File: config.mk
export PLATFORM = sky130hd
export DESIGN_NAME = knn_ctrl
export DESIGN_NICKNAME = d
export VERILOG_FILES = /design/src/hw/rtl/knn_pkg.sv /design/src/hw/rtl/knn_ctrl.sv
export SDC_FILE = /design/constraint.sdc
export NUM_CORES = 1
export LEC_CHECK = 0
export CAP_MARGIN = 40
export CORE_AREA = 10 10 47 49
export CTS_CLUSTER_SIZE = 24
export DETAILED_ROUTE_END_ITERATION = 10
export DIE_AREA = 0 0 57 59
export DONT_BUFFER_PORTS = 1
export SLEW_MARGIN = 20
export SYNTH_ARGS = -nofsm -noshare
export SYNTH_HDL_FRONTEND = slang
export SYNTH_SLANG_ARGS = --single-unit
File: constraint.sdc
create_clock -name clk -period 1.4 [get_ports clk]
set_input_delay 0.07 -clock clk [delete_from_list [all_inputs] [get_ports clk]]
set_output_delay 0.07 -clock clk [all_outputs]
set_load 0.01 [all_outputs]
File: src/hw/rtl/knn_pkg.sv
// ----------------------------------------------------------------------------
// knn_pkg
// shared constants, types and controller states of the nearest neighbour core
// ----------------------------------------------------------------------------
package knn_pkg;

  localparam int MaxSubjects   = 64;
  localparam int MaxFeatures   = 64;
  localparam int MaxNeighbours = 16;
  localparam int SubjW  = $clog2(MaxSubjects);
  localparam int FeatW  = $clog2(MaxFeatures);
  localparam int AddrW  = SubjW + FeatW;
  localparam int CntW   = 7;
  localparam int KW     = 5;
  localparam int DistW  = 20;
  localparam int SqW    = 32;
  localparam int SumW   = 40;
  localparam int RootW  = 20;
  localparam logic [DistW-1:0] DistMax = 20'hFFFFF;

  localparam logic [1:0] CfgNumSubjects = 2'd0;
  localparam logic [1:0] CfgNumFeatures = 2'd1;
  localparam logic [1:0] CfgCutoff      = 2'd2;

  localparam logic KindLoad  = 1'b0;
  localparam logic KindQuery = 1'b1;

  typedef enum logic [3:0] {
    ST_IDLE,
    ST_ACC_RD,
    ST_ACC,
    ST_ACC_END,
    ST_SQRT,
    ST_SQRT_END,
    ST_SEL,
    ST_SEL_END,
    ST_OUT
  } knn_state_t;

  // controller to datapath
  typedef struct packed {
    logic start;        // latch query, clear marks, subject counter 0
    logic feat_clr;     // clear sum and feature counter
    logic acc_rd;       // issue reads for next feature
    logic acc_add;      // add product of registered reads
    logic sqrt_init;    // load root unit
    logic sqrt_step;    // one root step
    logic dist_wr;      // store distance of current subject
    logic subj_inc;     // next subject
    logic sel_clr;      // begin a selection pass
    logic sel_step;     // test one candidate
    logic sel_done;     // result taken, mark pick
    logic res_taken;    // result delivered
  } knn_cmd_t;

  // datapath to controller
  typedef struct packed {
    logic feat_last;
    logic subj_last;
    logic sqrt_last;
    logic res_last;
  } knn_stat_t;

endpackage

File: src/hw/rtl/knn_ctrl.sv
// ----------------------------------------------------------------------------
// knn_ctrl
// query sequencer: distance pass, root unit, then one selection pass per result
// ----------------------------------------------------------------------------
module knn_ctrl import knn_pkg::*; (
  input  logic      clk,
  input  logic      rst_n,
  input  logic      query_go,
  input  logic      out_fire,
  input  knn_stat_t stat,
  output knn_cmd_t  cmd,
  output logic      busy,
  output logic      res_valid
);

  knn_state_t state_r, state_nxt;

  // state register
  always_ff @(posedge clk) begin
    if (!rst_n) state_r <= ST_IDLE;
    else        state_r <= state_nxt;
  end

  // next state
  always_comb begin
    state_nxt = state_r;
    case (state_r)
      ST_IDLE:     if (query_go) state_nxt = ST_ACC_RD;
      ST_ACC_RD:   state_nxt = ST_ACC;
      ST_ACC:      if (stat.feat_last) state_nxt = ST_ACC_END;
      ST_ACC_END:  state_nxt = ST_SQRT;
      ST_SQRT:     if (stat.sqrt_last) state_nxt = ST_SQRT_END;
      ST_SQRT_END: state_nxt = stat.subj_last ? ST_SEL : ST_ACC_RD;
      ST_SEL:      if (stat.subj_last) state_nxt = ST_SEL_END;
      ST_SEL_END:  state_nxt = ST_OUT;
      ST_OUT:      if (out_fire) state_nxt = stat.res_last ? ST_IDLE : ST_SEL;
      default:     state_nxt = ST_IDLE;
    endcase
  end

  // command decode
  always_comb begin
    cmd = '0;
    case (state_r)
      ST_IDLE: begin
        cmd.start    = query_go;
        cmd.feat_clr = query_go;
      end
      ST_ACC_RD: cmd.acc_rd = 1'b1;
      ST_ACC: begin
        cmd.acc_rd  = 1'b1;
        cmd.acc_add = 1'b1;
      end
      ST_ACC_END: begin
        cmd.acc_add   = 1'b1;
      end
      ST_SQRT: begin
        cmd.sqrt_step = 1'b1;
      end
      ST_SQRT_END: begin
        cmd.dist_wr  = 1'b1;
        cmd.subj_inc = 1'b1;
        cmd.feat_clr = 1'b1;
        cmd.sel_clr  = stat.subj_last;
      end
      ST_SEL: begin
        cmd.sel_step = 1'b1;
        cmd.subj_inc = 1'b1;
      end
      // mark the pick once the last compare has settled and the result is taken
      ST_OUT: begin
        cmd.sel_done  = out_fire;
        cmd.res_taken = out_fire;
        cmd.sel_clr   = out_fire;
      end
      default: cmd = '0;
    endcase
    cmd.sqrt_init = (state_r == ST_ACC_END);
  end

  assign busy      = (state_r != ST_IDLE);
  assign res_valid = (state_r == ST_OUT);

endmodule

==> flow_metrics.env <==
export IMPL_crit_fanout=10
export IMPL_setup_viol=0
export IMPL_critPathLaunchType="flip-flop"
export IMPL_cts_max_level=1
export IMPL_crit_path_max_incr_delay_ns=0.34
export IMPL_syn2layout_area_growth_pct=22.54
export IMPL_wl_mm=1.535
export IMPL_r2r_start="state_r[0]"
export IMPL_mostFrequentLayoutCells="buf_4 (15), nor2_1 (8), mux2i_1 (6)"
export IMPL_syn_area_um2=521.8
export IMPL_reg_top3="state_r (4)"
export IMPL_grt_pass1_wl_mm=2.484
export IMPL_cp_required_ns=1.33
export IMPL_cap_violations=0
export IMPL_ys_ff_latch=4
export IMPL_cts_max_path_buffers=2
export IMPL_antenna_found_initial=0
export IMPL_finClkSkew_ns=0.003552
export IMPL_fmax_ghz=0.7564
export IMPL_port_buffers=0
export IMPL_crit_slowest_cell="dfxtp_2"
export IMPL_peakVddDrop_v=0.0002817
export IMPL_drt_iter0_drc=8
export IMPL_largest_register="state_r"
export IMPL_routedWlPerCell_um=15.66
export IMPL_grt_pass1_vias=531
export IMPL_crit_chain="buf_4 > nor2b_1 > nand3_1 > a21oi_1"
export IMPL_rsz0062_at_grt="no"
export IMPL_reg2regPathDepth=5
export IMPL_ant_nets=0
export IMPL_route_vias_total=523
export IMPL_cts_made_buffers=3
export IMPL_cts_clk_slew_worst_paths_ns=0.04
export IMPL_powerDensity_mw_per_mm2=741.3
export IMPL_relSlewSlack_pct=81.22
export IMPL_crit_path_end_kind="primary output"
export IMPL_min_period_over_period_pct=94.44
export IMPL_final_min_clock_period_ns=1.322
export IMPL_root_buffer="clkbuf_4"
export IMPL_drv_slew=0
export IMPL_drcViolationCount=0
export IMPL_final_common_cell="buf_4"
export IMPL_place_area_um2=591.8
export IMPL_die_area_mm2=0.003363
export IMPL_arrival_ns=1.25
export IMPL_reg2reg_to="state_r[1]"
export IMPL_syn_inst=70
export IMPL_grt_use_total_pct=8.891
export IMPL_routabilityCongestion=0.8605
export IMPL_clock_latency_ns=0.23
export IMPL_core_mm2=0.001401
export IMPL_r2r_slack_ns=0.18
export IMPL_fin_area_um2=639.4
export IMPL_dr_pass1_iters=4
export IMPL_crit_type="flip-flop to primary output"
export IMPL_largest_register_ffs=4
export IMPL_leakage_nw=0.2742
export IMPL_hpwl_mm=1.216
export IMPL_ios=22
export IMPL_num_antenna_cells=0
export IMPL_drive_gt1_share_pct=36.59
export IMPL_yosys_warnings=0
export IMPL_layout_nets=92
export IMPL_fin_total_pwr_mw=0.4740
export IMPL_min_to="state_r[2]"
export IMPL_overflow=0
export IMPL_hold_path_depth=2
export IMPL_cpLargestDelayFamily="flip-flops"
export IMPL_cts_tree="yes"
export IMPL_path_buf_inv=1
export IMPL_synth_nets=78
export IMPL_hold_path_class="input pin to flip-flop"
export IMPL_status="completed"
export IMPL_initial_utilization_pct=37.23
export IMPL_synth_cell_types=28
export IMPL_hold_viol=0
export IMPL_ys_seq_area_share_pct=15.35
export IMPL_min_from="rst_n"
export IMPL_setup_tns_ns=0
export IMPL_grt_max_degree=15
export IMPL_die_height_um=59
export IMPL_numClockSinks=4
export IMPL_rows=14
export IMPL_postSynthAreaPerCell_um2=7.454
export IMPL_post_cts_buffers=0
export IMPL_via_per_inst=5.337
export IMPL_die_w_um=57
export IMPL_worst_pin_slew_ns=0.2826
export IMPL_whs_ns=0.01558
synth_stat cells:
library cell / instances / area [µm²]
a21oi_1: 3 / 15.01
a22o_1: 1 / 8.760
and2_1: 2 / 12.51
and3_1: 2 / 12.51
buf_2: 2 / 10.01
buf_4: 1 / 7.510
buf_6: 4 / 45.04
dfxtp_1: 4 / 80.08
inv_1: 3 / 11.26
inv_2: 1 / 3.750
mux2i_1: 6 / 60.06
nand2_1: 5 / 18.77
nand2b_1: 5 / 31.28
nand3_1: 3 / 15.01
nor2_1: 8 / 30.03
nor2b_1: 2 / 12.51
nor3_1: 6 / 30.03
nor3_2: 2 / 20.02
nor3b_1: 1 / 7.510
nor3b_2: 1 / 12.51
nor4_2: 1 / 12.51
nor4b_1: 1 / 8.760
o21ai_0: 1 / 5.000
o21ai_1: 1 / 5.000
o2bb2ai_1: 1 / 8.760
o31ai_2: 1 / 12.51
o41ai_2: 1 / 16.27
xnor2_1: 1 / 8.760
power breakdown:
part	internal, mW	total (mW)	leakage (nW)	switching (mW)
logic	0.0890	0.190	0.225	0.101
clock network	0.0960	0.145	0.0138	0.0485
registers	0.121	0.139	0.0349	0.0180
through the flow:
| stage | std cells | utilization, % | worst slack, ns |
|---|---|---|---|
| 2_1_floorplan | 70 | - | 0.1748 |
| 3_3_place_gp | 94 | 42.23 | 0.1179 |
| 3_5_place_dp | 94 | 42.23 | 0.06040 |
| 4_1_cts | 98 | 45.09 | 0.0009279 |
| 5_1_grt | 98 | 45.63 | 0.004621 |
| 6_report | 98 | 45.63 | 0.07789 |
layout make-up:
cell class,count,area (µm²)
Inverter,4,15.01
Fill cell,158,762.0
Tap cell,16,20.02
Sequential cell,4,90.09
Timing Repair Buffer,16,122.6
Clock buffer,3,22.52
Multi-Input combinational cell,55,369.1
routing by layer:
metal  vias up  GRT usage (%)  part of all wire [%]  routed length, µm
met1       236          9.704                    41                625
li1        268              -                     -                  -
met2        19          14.42                    51                779
met4         0          4.027                     0                  0
met5         -              0                     0                  0
met3         0          4.077                   8.5                130
logic make-up (layout without fill, tap and decap cells):
| group | after synthesis | after routing | share of synthesized area (%) |
|---|---|---|---|
| and+or+nand+nor | 39 | 39 | 42.92 |
| xor gates and xnor gates | 1 | 1 | 1.679 |
| muxes | 6 | 6 | 11.51 |
| AOI/OAI and AO/OA | 9 | 9 | 13.67 |
| DFF | 4 | 4 | 15.35 |
| buffers and inverters | 11 | 23 | 14.87 |
worst max-delay path by stage:
stage          startpoint    endpoint  cells past startpoint
5_1_grt        state_r[0]      cmd[3]                      4
6_report       state_r[0]      cmd[3]                      4
3_5_place_dp   state_r[2]  state_r[1]                      4
3_3_place_gp   state_r[3]  state_r[1]                      4
2_1_floorplan  state_r[1]  state_r[1]                      4
4_1_cts        state_r[1]      cmd[2]                      4
timing repair:
item,CTS,global route
cloned,0,0
endpoints found under the hold margin,2,0
gates resized for setup,3,4
pin swaps,0,0
hold buffers,1,0
setup endpoints to repair,7,7
Note: power is estimated with default switching activity, not from simulation.
